`src/rtl/core/gjs_pkg.sv`:
```
// ----------------------------------------------------------------------------
// gjs_pkg
// Shared types and constants of the Gauss-Jordan solver: register indexes,
// fixed-point limits and the command and status bundles between the
// controller and the datapath.
// ----------------------------------------------------------------------------
package gjs_pkg;

    localparam int unsigned DATA_W = 32;
    localparam int unsigned REG_W  = 4;
    localparam int unsigned IDX_W  = 4;
    localparam int unsigned OUT_W  = 3;

    localparam logic [IDX_W-1:0] REG_SIZE_N    = 4'd0;
    localparam logic [IDX_W-1:0] REG_RHS_COUNT = 4'd1;

    localparam logic signed [DATA_W-1:0] SAT_MAX = 32'sh7FFF_FFFF;
    localparam logic signed [DATA_W-1:0] SAT_MIN = 32'sh8000_0000;

    // source of the word written into the work memory
    typedef enum logic [1:0] {
        WR_COPY,
        WR_UPDATE,
        WR_ZERO,
        WR_QUOT
    } t_wr_sel;

    typedef struct packed {
        logic    store_we;
        logic    work_we;
        t_wr_sel wr_sel;
        logic    lat_den;
        logic    lat_num;
        logic    num_from_b;
        logic    div_go;
        logic    mul_go;
        logic    lat_mul;
    } t_dp_cmd;

    typedef struct packed {
        logic den_zero;
        logic div_done;
    } t_dp_stat;

endpackage

```
`src/rtl/core/gjs_ctrl.sv`:
```
// ----------------------------------------------------------------------------
// gjs_ctrl
// Solver controller: load count, copy sweep, forward and backward
// elimination, normalisation and result sequencing.
// ----------------------------------------------------------------------------
module gjs_ctrl #(
    parameter int unsigned MAX_N   = 8,
    parameter int unsigned MAX_RHS = 8,
    localparam int unsigned WMAX  = MAX_N + MAX_RHS,
    localparam int unsigned DEPTH = MAX_N * WMAX,
    localparam int unsigned AW    = $clog2(DEPTH),
    localparam int unsigned LW    = $clog2(DEPTH + 1),
    localparam int unsigned RW    = (MAX_N > 1) ? $clog2(MAX_N) : 1,
    localparam int unsigned CW    = $clog2(WMAX),
    localparam int unsigned NBW   = $clog2(MAX_N + 1),
    localparam int unsigned MBW   = $clog2(MAX_RHS + 1),
    localparam int unsigned WBW   = $clog2(WMAX + 1)
) (
    input  logic               i_clk,
    input  logic               i_rst_n,
    input  logic               i_start,
    input  logic               i_last,
    input  logic [NBW-1:0]     i_n,
    input  logic [MBW-1:0]     i_m,
    output logic               o_busy,
    output gjs_pkg::t_dp_cmd   o_cmd,
    input  gjs_pkg::t_dp_stat  i_stat,
    output logic [AW-1:0]      o_st_addr,
    output logic [AW-1:0]      o_wk_addr_a,
    output logic [AW-1:0]      o_wk_addr_b,
    output logic [AW-1:0]      o_wk_waddr,
    output logic               o_strobe,
    output logic [RW-1:0]      o_row,
    output logic [CW-1:0]      o_col,
    output logic               o_last,
    output logic               o_singular
);

    typedef enum logic [4:0] {
        S_IDLE,
        S_COPY_RD,
        S_COPY_WR,
        S_PV_RD,
        S_PV_LAT,
        S_PV_CHK,
        S_RO_DIV,
        S_MA_RD,
        S_MA_MUL,
        S_MA_WR,
        S_NM_RD,
        S_NM_LAT,
        S_NM_CHK,
        S_ND_RD,
        S_ND_LAT,
        S_ND_GO,
        S_ND_WAIT,
        S_OUT_RD,
        S_OUT_EM
    } t_state;

    t_state          r_state;
    logic            r_busy;
    logic            r_fault;
    logic            r_back;
    logic            r_strobe;
    logic            r_last;
    logic [LW-1:0]   r_load;
    logic [AW-1:0]   r_k;
    logic [RW-1:0]   r_src;
    logic [RW-1:0]   r_dst;
    logic [CW-1:0]   r_p;
    logic [RW-1:0]   r_row;
    logic [CW-1:0]   r_col;

    logic [WBW-1:0]  w_w;
    logic [LW-1:0]   w_total;
    logic [AW-1:0]   w_last_k;
    logic [RW-1:0]   w_last_row;
    logic [CW-1:0]   w_last_col;
    logic [CW-1:0]   w_last_rhs;

    function automatic logic [AW-1:0] f_addr(input logic [RW-1:0] row,
                                             input logic [CW-1:0] col);
        logic [AW-1:0] base;
        base = AW'(row) * AW'(w_w);
        return base + AW'(col);
    endfunction

    assign w_w        = WBW'(i_n) + WBW'(i_m);
    assign w_total    = LW'(LW'(i_n) * LW'(w_w));
    assign w_last_k   = AW'(w_total - LW'(1));
    assign w_last_row = RW'(i_n - NBW'(1));
    assign w_last_col = CW'(w_w - WBW'(1));
    assign w_last_rhs = CW'(i_m - MBW'(1));

    always_ff @(posedge i_clk) begin
        if (!i_rst_n) begin
            r_state  <= S_IDLE;
            r_busy   <= 1'b0;
            r_fault  <= 1'b0;
            r_back   <= 1'b0;
            r_strobe <= 1'b0;
            r_last   <= 1'b0;
            r_load   <= '0;
            r_k      <= '0;
            r_src    <= '0;
            r_dst    <= '0;
            r_p      <= '0;
            r_row    <= '0;
            r_col    <= '0;
        end else begin
            r_strobe <= 1'b0;
            r_last   <= 1'b0;
            unique case (r_state)
                S_IDLE: begin
                    if (i_start) begin
                        if (r_load < w_total) begin
                            r_load <= r_load + LW'(1);
                        end
                        if (i_last) begin
                            r_busy  <= 1'b1;
                            r_k     <= '0;
                            r_state <= S_COPY_RD;
                        end
                    end
                end
                S_COPY_RD: r_state <= S_COPY_WR;
                S_COPY_WR: begin
                    if (r_k == w_last_k) begin
                        r_p    <= '0;
                        r_src  <= '0;
                        r_back <= 1'b0;
                        if (w_last_row == '0) begin
                            r_state <= S_NM_RD;
                        end else begin
                            r_dst   <= RW'(1);
                            r_state <= S_PV_RD;
                        end
                    end else begin
                        r_k     <= r_k + AW'(1);
                        r_state <= S_COPY_RD;
                    end
                end
                S_PV_RD:  r_state <= S_PV_LAT;
                S_PV_LAT: r_state <= S_PV_CHK;
                S_PV_CHK: begin
                    if (i_stat.den_zero) begin
                        r_fault <= 1'b1;
                        r_src   <= '0;
                        r_p     <= '0;
                        r_state <= S_OUT_RD;
                    end else begin
                        r_state <= S_RO_DIV;
                    end
                end
                S_RO_DIV: begin
                    if (i_stat.div_done) begin
                        r_p     <= '0;
                        r_state <= S_MA_RD;
                    end
                end
                S_MA_RD:  r_state <= S_MA_MUL;
                S_MA_MUL: r_state <= S_MA_WR;
                S_MA_WR: begin
                    if (r_p == w_last_col) begin
                        r_p     <= '0;
                        r_state <= S_PV_RD;
                        if (!r_back) begin
                            // forward sweep: rows below the pivot
                            if (r_dst == w_last_row) begin
                                if (r_src == w_last_row - RW'(1)) begin
                                    r_back <= 1'b1;
                                    r_src  <= w_last_row;
                                    r_dst  <= w_last_row - RW'(1);
                                end else begin
                                    r_src <= r_src + RW'(1);
                                    r_dst <= r_src + RW'(2);
                                end
                            end else begin
                                r_dst <= r_dst + RW'(1);
                            end
                        end else begin
                            // backward sweep: rows above the pivot
                            if (r_dst == '0) begin
                                if (r_src == RW'(1)) begin
                                    r_src   <= '0;
                                    r_state <= S_NM_RD;
                                end else begin
                                    r_src <= r_src - RW'(1);
                                    r_dst <= r_src - RW'(2);
                                end
                            end else begin
                                r_dst <= r_dst - RW'(1);
                            end
                        end
                    end else begin
                        r_p     <= r_p + CW'(1);
                        r_state <= S_MA_RD;
                    end
                end
                S_NM_RD:  r_state <= S_NM_LAT;
                S_NM_LAT: r_state <= S_NM_CHK;
                S_NM_CHK: begin
                    if (i_stat.den_zero) begin
                        r_fault <= 1'b1;
                        r_src   <= '0;
                        r_p     <= '0;
                        r_state <= S_OUT_RD;
                    end else begin
                        r_p     <= '0;
                        r_state <= S_ND_RD;
                    end
                end
                S_ND_RD:  r_state <= S_ND_LAT;
                S_ND_LAT: r_state <= S_ND_GO;
                S_ND_GO:  r_state <= S_ND_WAIT;
                S_ND_WAIT: begin
                    if (i_stat.div_done) begin
                        if (r_p == w_last_col) begin
                            r_p <= '0;
                            if (r_src == w_last_row) begin
                                r_src   <= '0;
                                r_state <= S_OUT_RD;
                            end else begin
                                r_src   <= r_src + RW'(1);
                                r_state <= S_NM_RD;
                            end
                        end else begin
                            r_p     <= r_p + CW'(1);
                            r_state <= S_ND_RD;
                        end
                    end
                end
                // output walk: r_src is the row, r_p the right-hand-side column
                S_OUT_RD: begin
                    r_strobe <= 1'b1;
                    r_row    <= r_src;
                    r_col    <= r_p;
                    r_last   <= (r_src == w_last_row) && (r_p == w_last_rhs);
                    r_state  <= S_OUT_EM;
                end
                S_OUT_EM: begin
                    if (r_last) begin
                        r_busy  <= 1'b0;
                        r_load  <= '0;
                        r_fault <= 1'b0;
                        r_state <= S_IDLE;
                    end else begin
                        if (r_p == w_last_rhs) begin
                            r_p   <= '0;
                            r_src <= r_src + RW'(1);
                        end else begin
                            r_p <= r_p + CW'(1);
                        end
                        r_state <= S_OUT_RD;
                    end
                end
                default: r_state <= S_IDLE;
            endcase
        end
    end

    always_comb begin
        o_cmd        = '0;
        o_cmd.wr_sel = gjs_pkg::WR_COPY;
        o_st_addr    = r_k;
        o_wk_addr_a  = f_addr(r_src, r_p);
        o_wk_addr_b  = f_addr(r_dst, r_p);
        o_wk_waddr   = f_addr(r_dst, r_p);
        unique case (r_state)
            S_IDLE: begin
                o_st_addr      = AW'(r_load);
                o_cmd.store_we = i_start && (r_load < w_total);
            end
            S_COPY_WR: begin
                o_cmd.work_we = 1'b1;
                o_wk_waddr    = r_k;
            end
            S_PV_RD: begin
                o_wk_addr_a = f_addr(r_src, CW'(r_src));
                o_wk_addr_b = f_addr(r_dst, CW'(r_src));
            end
            S_PV_LAT: begin
                o_cmd.lat_den    = 1'b1;
                o_cmd.lat_num    = 1'b1;
                o_cmd.num_from_b = 1'b1;
            end
            S_PV_CHK: o_cmd.div_go  = !i_stat.den_zero;
            S_RO_DIV: o_cmd.lat_mul = i_stat.div_done;
            S_MA_MUL: o_cmd.mul_go  = 1'b1;
            S_MA_WR: begin
                o_cmd.work_we = 1'b1;
                o_cmd.wr_sel  = (r_p == CW'(r_src)) ? gjs_pkg::WR_ZERO
                                                     : gjs_pkg::WR_UPDATE;
            end
            S_NM_RD:  o_wk_addr_a   = f_addr(r_src, CW'(r_src));
            S_NM_LAT: o_cmd.lat_den = 1'b1;
            S_ND_LAT: o_cmd.lat_num = 1'b1;
            S_ND_GO:  o_cmd.div_go  = 1'b1;
            S_ND_WAIT: begin
                o_cmd.work_we = i_stat.div_done;
                o_cmd.wr_sel  = gjs_pkg::WR_QUOT;
                o_wk_waddr    = f_addr(r_src, r_p);
            end
            S_OUT_RD: o_wk_addr_a = f_addr(r_src, CW'(i_n) + r_p);
            default: begin
            end
        endcase
    end

    assign o_busy     = r_busy;
    assign o_strobe   = r_strobe;
    assign o_row      = r_row;
    assign o_col      = r_col;
    assign o_last     = r_last;
    assign o_singular = r_fault;

endmodule

```
`config.mk`:
```
export PLATFORM = sky130hd
export DESIGN_NAME = gjs_ctrl
export DESIGN_NICKNAME = d
export VERILOG_FILES = /design/src/rtl/core/gjs_pkg.sv /design/src/rtl/core/gjs_ctrl.sv
export SDC_FILE = /design/constraint.sdc
export NUM_CORES = 1
export LEC_CHECK = 0
export ABC_AREA = 0
export ABC_CLOCK_PERIOD_IN_PS = 8000
export CAP_MARGIN = 20
export CORE_MARGIN = 2
export CORE_UTILIZATION = 45
export CTS_CLUSTER_SIZE = 14
export DETAILED_ROUTE_END_ITERATION = 7
export DONT_BUFFER_PORTS = 1
export SLEW_MARGIN = 20
export SYNTH_ARGS = -nofsm -noshare
export SYNTH_HDL_FRONTEND = slang
export SYNTH_SLANG_ARGS = --single-unit
```
`constraint.sdc`:
```
create_clock -name i_clk -period 8 [get_ports i_clk]
set_clock_uncertainty 0.15 [all_clocks]
set_input_delay 0 -clock i_clk [delete_from_list [all_inputs] [get_ports i_clk]]
set_output_delay 0 -clock i_clk [all_outputs]
set_load 0.01 [all_outputs]
```
==> results by group, run 1 <==
Global routing
  – Number of global-route vias before repair: just over 5,000
  – First-pass GRT wire length: between 20 and 30 mm
  – Overall Global Routing Usage: 0.231
  – Gr ovfl total: 0
  – Largest net degree at the start of global routing: 24
  – Initial antenna violation count: 0

Critical path
  – Slowest cell on crit path: fa_1
  – WS Path Type: in -> reg
  – Critical Path Sink Type: flip-flop
  – Crit path depth: 22
  – Worst R2R Setup Slack: about 4.6 ns
  – Startpoint types: input port
  – Crit-path leading delay family: adder cells
  – CP arrival: between 4 and 5 ns
  – Worst-path cell chain: ha_1 -> a21o_1 -> a21oi_1 -> xnor2_1 -> buf_4 -> nand2_1 -> fa_1 -> fa_1 -> inv_1 -> ha_1 -> a21oi_1 -> a21oi_1 -> o21a_1 -> nor2_1 -> xnor2_1 -> ha_1 -> or3b_1 -> a211oi_1 -> o21ai_1 -> a211oi_1 -> xnor2_1 -> nor2_1
  – Critical R2R Launch: r_state[3]
  – Buf+Inv Stages, Crit Path: 2
  – Critical R2R Capture: r_p[0]
  – Worst path max stage delay: 0.54 ns
  – Worst R2R Path Depth: 8
  – WP data required: about 8 ns
  – CP Max Fanout: 10

Clocking
  – Clock-pin slew on the worst setup and hold paths: approximately 0.06 ns
  – Setup Fix Bufs, Post-CTS: 0
  – Maximum buffer depth of the clock tree: 2
  – H-tree levels: 2
  – Clock root buffer: clkbuf_16
  – Clk_lat worst skew: 0.29 ns
  – CTS tree: built
  – CTS Buf Count: 5
  – Clock sink count: 42

Drt
  – DR vias: around 5,200
  – Via/cell ratio: around 5.7
  – Antenna Nets Post-Route: 0
  – Final WL: ~16 mm
  – # DRC: 0
  – DR pass1 iterations: 5
  – DRT iter0 DRCs: ~370
  – DR WL/cell: approximately 17 µm

Yosys
  – Ys async rst share: 0
  – Top FF cell, synth: dfxtp_1
  – Post-synth EDFFs: 0
  – Synthesized flop and latch total: 42
  – Yosys cell types: 65
  – Yosys warning total: 0
  – Post-synthesis sequential area ratio: 0.145
  – Post-Syn Area: a little under 0.006 mm²
  – Syn Inst Count: about 750
  – Post-synthesis net count: ~860
  – Mean Syn Cell Area: approximately 7.7 µm²

Floorplan
  – # IOs: 63
  – # rows: 41
  – Initial Util: 0.460
  – Die Footprint: around 0.014 mm²
  – Height of the die: around 120 µm
  – Core ar.: approximately 0.013 mm²
  – Die width: 117 µm

STA
  – Fmax: 209 MHz
  – Worst-Margin Slew: slightly above 1 ns
  – Fin. Hold Viols: 1
  – Hold WS: -0.00235 ns
  – Period utilization: 0.599
  – Final slew viol count: 0
  – Relative slew slack: 0.311
  – Final Setup Violations: 0
  – RSZ-0062 raised after global routing: false
  – Final min period: between 4 and 5 ns
  – Setup TNS: 0 ns
  – Worst Slack Setup Final: ~3.2 ns

Worst hold path
  – Hold_sp: i_stat[0]
  – Hold path cells: 1
  – Hold path endpoint: o_cmd[8]
  – HP Class: in -> out

Job
  – Max-Cap Viols: 0

Power
  – Switch share: 0.356
  – Switch Pwr: 0.000277 W
  – Logic pwr share: 0.405
  – Sequential Power Share: 0.298
  – Internal cell power: 0.000502 W
  – PwrDens: roughly 130 mW/mm²
  – Peak VDD IR: between 0.00008 and 0.00009 V
  – Clock power frac: 0.297
  – Leak: 2.80 nW

Layout
  – FF+latch area: ~840 µm²
  – N_diodes: 0
  – Most frequent cells in the layout: nand2_1, nor2_1, ha_1, a21oi_1, xnor2_1
  – Area of the multi-input gates: ~0.0047 mm²
  – Layout cell share with drive strength beyond 1: 0.0447
  – Commonest non-fill, non-tap cell in the layout: nand2_1
  – Fillers: approximately 1,300
  – Layout Nets: 839
  – Synth-to-Final Area Change: 6.04%

Placement
  – Setup slack at placement: between 2 and 3 ns
  – DP HPWL: 12.4 mm
  – I/O Buffers: 0
  – Placer Congestion: approximately 0.9

Run status
  – Outcome: finished, violations left
  – Failing checks: hold timing
## registers in the layout (all words and copies together), names as in the netlist, 3 cells and up
register / cells
r_load: 8
r_p: 4
r_dst: 3
o_row: 3
r_k: 7
r_state: 5
o_col: 4
r_src: 3
## stage by stage
stage / total power (W) / util / instances / cell area [µm²] / hold WS [ns]
2_1_floorplan: 0.000490 / - / 753 / 5780 / -0.0212
3_3_place_gp: 0.000544 / 0.468 / 893 / 5880 / -0.0275
6_report: 0.000779 / 0.488 / 910 / 6130 / -0.00235
4_1_cts: 0.000785 / 0.488 / 910 / 6130 / 0.00271
5_1_grt: 0.000835 / 0.488 / 910 / 6130 / 0.00169
3_5_place_dp: 0.000548 / 0.468 / 893 / 5880 / -0.0219
## cell families (layout without fill, tap and decap cells)
family          Yosys count  in the layout  synth area share
mux                      26             26            0.0480
flops                    42             42             0.145
xor+xnor                 89             89             0.141
simple gates            276            276             0.229
fa+ha+maj                88             88             0.216
compound gates          159            159             0.171
buf+inv                  73             58            0.0491
## per-layer routing
layer | track usage | share of wire | up-vias
met5 | 0 | 0 | -
met4 | 0.0806 | 0.032 | 0
met3 | 0.0525 | 0.070 | 30
met2 | 0.372 | 0.46 | 151
met1 | 0.303 | 0.44 | 2461
li1 | - | - | 2571
## cells in the mapped netlist, types with 5 or more instances
cell type	number	area, µm²
nor3_1	11	55.1
mux2i_1	12	120
a21o_1	19	143
fa_1	20	400
nand2b_1	15	93.8
dfxtp_1	42	841
xor2_1	39	342
o211ai_1	5	37.5
nor2_1	73	274
a21oi_1	57	285
a211oi_1	5	37.5
nand2_1	86	323
or2_2	5	31.3
nand3_1	23	115
and2_1	16	100
xnor2_1	47	412
ha_1	68	851
inv_1	38	143
mux2_2	14	158
or3_1	5	31.3
clkbuf_1	30	113
nor2b_1	12	75.1
o21ai_0	36	180
## worst register-to-register path: stages (launching register included)
cell and delay, ns:
dfxtp_1 0.52, nor2_1 0.48, and2_0 0.56, nand2_1 0.44
nand2_1 0.18, a21boi_0 0.21, or3_4 0.43, or2_1 0.23
a21oi_2 0.12
## layout make-up
cell class / count / area share
multi-input cells: 638 / 0.760
flip-flops and latches: 42 / 0.137
well taps: 172 / 0.0351
inverters: 38 / 0.0233
clock buffers: 7 / 0.0216
repair buffers: 12 / 0.0184
clock inverters: 1 / 0.00490
## how the worst max path moves through the flow
stage                      start   endpoint  slack [ns]
after CTS                 i_n[1]  r_load[7]        3.21
after global placement    i_n[0]   r_dst[1]        3.04
after global routing      i_n[1]  r_load[7]        2.76
final                     i_n[1]  r_load[7]        3.21
after floorplan           i_n[0]     r_p[0]        3.12
after detailed placement  i_n[1]  r_load[7]        2.90
## repair_timing
| action | 4_1_cts | 5_1_grt |
|---|---|---|
| resized for setup | 0 | 0 |
| setup endpoints to repair | 0 | 0 |
| hold endpoints to repair | 17 | 0 |
| hold buffers | 9 | 0 |
## power by group through the flow
stage | clock (W) | combinational, W | sequential (W)
after CTS | 0.000235 | 0.000318 | 0.000232
after global placement | 0 | 0.000307 | 0.000236
after detailed placement | 0 | 0.000312 | 0.000236
final | 0.000231 | 0.000316 | 0.000232
after floorplan | 0 | 0.000264 | 0.000226
after global routing | 0.000246 | 0.000356 | 0.000233
Note: power is estimated with default switching activity, not from simulation.
==> run 2: changes to the inputs <==
- ABC_AREA: 0 -> 1
- ABC_CLOCK_PERIOD_IN_PS: 8000 -> 4700
- clock period: 8 -> 4.7 ns (I/O delays scaled with it)
==> run 2 against run 1 <==
- the run now ends clean
- routed wire length rose by 11%
- sequential share of layout area fell by 0.85 points
- combinational power increased by 90%
- cell count is 23% higher
- clock-buffer cell count is the same
- critical path type is now in -> out
- critical endpoint is now o_cmd[9]
- highest routed layer unchanged
==> results by group, run 2 <==
Drt
  – # DRC: 0 (unchanged)
  – DR pass1 iterations: 5 (unchanged)
  – Final WL: 17.6 mm (was 15.8 mm)
  – Via/cell ratio: 5.30 (was 5.73)
  – Antenna Nets Post-Route: 0 (unchanged)
  – DR WL/cell: 15.7 µm (was 17.4 µm)
  – DRT iter0 DRCs: 437 (was 371)
  – DR vias: 5,915 (was 5,213)

Yosys
  – Post-synth EDFFs: 0 (unchanged)
  – Yosys cell types: 49 (was 65)
  – Post-synthesis net count: 1,034 (was 855)
  – Post-synthesis sequential area ratio: 0.138 (was 0.145)
  – Ys async rst share: 0 (unchanged)
  – Ranking of synthesized cells by area: ha_1, dfxtp_1, nand2_1, inv_1, fa_1 (was ha_1, dfxtp_1, xnor2_1, fa_1, xor2_1)
  – Yosys warning total: 0 (unchanged)
  – Synthesized flop and latch total: 42 (unchanged)
  – Post-Syn Area: 0.00608 mm² (was 0.00578 mm²)
  – Synth top area share: 0.140 (was 0.147)
  – Synth top cells by count: nand2_1, inv_1, nor2_1, nand3_1, ha_1 (was nand2_1, nor2_1, ha_1, a21oi_1, xnor2_1)
  – Top FF cell, synth: dfxtp_1 (unchanged)
  – Area leader, netlist: ha_1 (unchanged)
  – Mean Syn Cell Area: 6.53 µm² (was 7.68 µm²)
  – Most instantiated library cell after synthesis: nand2_1 (unchanged)
  – Syn Inst Count: 932 (was 753)

Critical path
  – Most frequent CP cell: nand2_1
  – WP data required: 4.55 ns (was 8.01 ns)
  – WS Path Type: in -> out (was in -> reg)
  – Worst R2R Setup Slack: 2.20 ns (was 4.61 ns)
  – Critical Path Sink Type: output port (was flip-flop)
  – Critical R2R Launch: r_src[1] (was r_state[3])
  – Worst path max stage delay: 0.54 ns (about the same)
  – Crit-path leading delay family: adder cells (unchanged)
  – Worst R2R Path Depth: 10 (was 8)
  – Critical R2R Capture: r_dst[1] (was r_p[0])
  – Slowest cell on crit path: fa_1 (unchanged)
  – Buf+Inv Stages, Crit Path: 4 (was 2)
  – CP arrival: 4.13 ns (was 4.80 ns)
  – Worst-path cell chain: ha_1 -> fa_1 -> nand2_1 -> nand2_2 -> inv_1 -> nand2_1 -> fa_1 -> fa_1 -> inv_1 -> ha_1 -> a21oi_2 -> nand2_1 -> nand2_2 -> nand2_1 -> a21oi_1 -> xor2_1 -> ha_1 -> a21oi_1 -> o21a_1 -> nand4_1 -> buf_4 -> inv_1 (was ha_1 -> a21o_1 -> a21oi_1 -> xnor2_1 -> buf_4 -> nand2_1 -> fa_1 -> fa_1 -> inv_1 -> ha_1 -> a21oi_1 -> a21oi_1 -> o21a_1 -> nor2_1 -> xnor2_1 -> ha_1 -> or3b_1 -> a211oi_1 -> o21ai_1 -> a211oi_1 -> xnor2_1 -> nor2_1)
  – Startpoint types: input port (unchanged)
  – CP Max Fanout: 12 (was 10)

Worst hold path
  – HP Class: in -> reg (was in -> out)
  – Hold path cells: 5 (was 1)
  – Hold_sp: i_n[0] (was i_stat[0])
  – Hold path endpoint: o_last (was o_cmd[8])

Power
  – Switch share: 0.396 (was 0.356)
  – Sequential Power Share: 0.277 (was 0.298)
  – Logic pwr share: 0.438 (was 0.405)
  – Peak VDD IR: 0.000177 V (was 0.0000812 V)
  – Clock power frac: 0.285 (was 0.297)
  – Leak: 3.26 nW (was 2.80 nW)
  – Internal cell power: 0.000828 W (was 0.000502 W)
  – Switch Pwr: 0.000542 W (was 0.000277 W)
  – PwrDens: 210 mW/mm² (was 127 mW/mm²)

Layout
  – Most frequent cells in the layout: nand2_1, inv_1, nor2_1, nand3_1, ha_1 (was nand2_1, nor2_1, ha_1, a21oi_1, xnor2_1)
  – Commonest non-fill, non-tap cell in the layout: nand2_1 (unchanged)
  – FF+latch area: 841 µm² (unchanged)
  – Largest registers: r_load x8, r_k x7, r_state x5 (unchanged)
  – Layout Nets: 1,041 (was 839)
  – Layout cell share with drive strength beyond 1: 0.0862 (was 0.0447)
  – Synth-to-Final Area Change: 7.43% (was 6.04%)
  – Final Cell Area: 0.00653 mm² (was 0.00613 mm²)
  – Fillers: 1,440 (was 1,281)
  – Fin util: 0.493 (was 0.488)
  – Register with the most flip-flops: r_load (unchanged)
  – Area of the multi-input gates: 0.00466 mm² (about the same)
  – Max FFs per register: 8 (unchanged)

STA
  – Final min period: ~4.3 ns
  – Fmax: around 230 MHz
  – Final Setup Violations: 0 (unchanged)
  – Setup TNS: 0 ns (unchanged)
  – Final slew viol count: 0 (unchanged)
  – Relative slew slack: 0.420 (was 0.311)
  – Worst-Margin Slew: 0.869 ns (was 1.03 ns)
  – Worst Slack Setup Final: 0.424 ns (was 3.21 ns)
  – RSZ-0062 raised after global routing: false (unchanged)
  – Period utilization: 0.910
  – Fin. Hold Viols: 0 (was 1)
  – Hold WS: 0.00988 ns (was -0.00235 ns)

Floorplan
  – # IOs: 63 (unchanged)
  – Die Footprint: 0.0145 mm² (was 0.0138 mm²)
  – # rows: 42 (was 41)
  – Core ar.: 0.0132 mm² (was 0.0126 mm²)
  – Die width: 120 µm (was 117 µm)
  – Height of the die: 120 µm (was 117 µm)
  – Initial Util: 0.459 (was 0.460)

Placement
  – I/O Buffers: 0 (unchanged)
  – DP HPWL: 14.3 mm (was 12.4 mm)
  – Setup slack at placement: 0.0774 ns (was 2.90 ns)
  – Placer Congestion: 0.875 (was 0.897)
  – Post-DP Area: 0.00632 mm² (was 0.00588 mm²)

Global routing
  – Met2 usage: 0.427 (was 0.372)
  – First-pass GRT wire length: 29.1 mm (was 26.1 mm)
  – GR peak layer: met2 (unchanged)
  – Number of global-route vias before repair: 5,655 (was 5,062)
  – Gr ovfl total: 0 (unchanged)
  – Initial antenna violation count: 0 (unchanged)
  – Grt met3 use: 0.0349 (was 0.0525)
  – Overall Global Routing Usage: 0.250 (was 0.231)
  – Met1 Track Usage GR: 0.339 (was 0.303)
  – Largest net degree at the start of global routing: 24 (unchanged)

Clocking
  – Clock sink count: 42 (unchanged)
  – CTS tree: built (unchanged)
  – Clock root buffer: clkbuf_16 (unchanged)
  – Clk_lat worst skew: 0.29 ns (about the same)
  – Setup Fix Bufs, Post-CTS: 0 (unchanged)
  – Maximum buffer depth of the clock tree: 2 (unchanged)
  – Clock-pin slew on the worst setup and hold paths: 0.06 ns (about the same)
  – H-tree levels: 2 (unchanged)
  – CTS Buf Count: 5 (unchanged)

Job
  – Max-Cap Viols: 0 (unchanged)

Run status
  – Outcome: complete, no violations (was finished, violations left)
==> run 2: changes by cell type in the layout (fill, tap and decap cells not counted), sizes merged, moves of 11 or more <==
cell	delta
a21o	-18
and2	-16
buf	+11
inv	+92
mux2	-14
mux2i	-11
nand2	+149
nand2b	-15
nand3	+59
nor2	+30
nor2b	-12
o21ai	+17
xnor2	-28
==> run 2: area by class of cell <==
cell class,count,area share
Timing Repair Buffer,19,0.0237
Clock inverter,1,0.00460
Inverter,130,0.0751
Multi-Input combinational cell,741,0.714
Tap cell,176,0.0337
Antenna cell,1,0.000383
Sequential cell,42,0.129
Clock buffer,7,0.0203
==> run 2: worst max-delay path by stage <==
stage / cells after the start / startpoint / endpoint / slack (ns)
global route: 23 / i_n[0] / r_load[3] / 0.11
finish: 22 / i_n[0] / o_cmd[9] / 0.42
detailed placement: 23 / i_n[0] / r_load[3] / 0.08
global placement: 24 / i_n[0] / r_load[3] / 0.15
CTS: 23 / i_n[0] / r_load[3] / 0.35
floorplan: 23 / i_n[0] / r_load[7] / 0.06
==> run 2: per-layer routing <==
layer | share of wire | vias to the layer above
met5 | 0 | -
met4 | 0.019 | 0
met3 | 0.056 | 20
met2 | 0.46 | 145
met1 | 0.46 | 2705
li1 | - | 3045
==> run 2: through the flow <==
step | power [W] | std cells
finish | 0.00137 | 1117
global route | 0.00148 | 1116
CTS | 0.00138 | 1116
detailed placement | 0.000980 | 1103
global placement | 0.000980 | 1103
floorplan | 0.000850 | 932
==> run 2: cell families after synthesis <==
kind of cell,count (synthesis),synth area share
buf+inv,149,0.0957
fa+ha+maj,88,0.206
simple gates,455,0.343
mux,1,0.00165
compound gates,144,0.135
xor+xnor,53,0.0806
flops,42,0.138
==> run 2: power groups by stage <==
| stage | registers, W | clock network [W] | logic, W |
|---|---|---|---|
| after detailed placement | 0.000388 | 0 | 0.000592 |
| after global routing | 0.000381 | 0.000417 | 0.000684 |
| after floorplan | 0.000382 | 0 | 0.000468 |
| after global placement | 0.000387 | 0 | 0.000593 |
| after CTS | 0.000380 | 0.000396 | 0.000603 |
| final | 0.000380 | 0.000390 | 0.000600 |
==> run 2: timing repair <==
action / 4_1_cts / 5_1_grt
gates resized for setup: 0 / 1
setup endpoints to repair: 0 / 1
hold buffers: 5 / 0
endpoints found under the hold margin: 23 / 0
==> run 2: worst min-delay path: cells and delay by family <==
kind          cells  cell delay, ns
simple gates      4            0.33
buf+inv           1            0.05
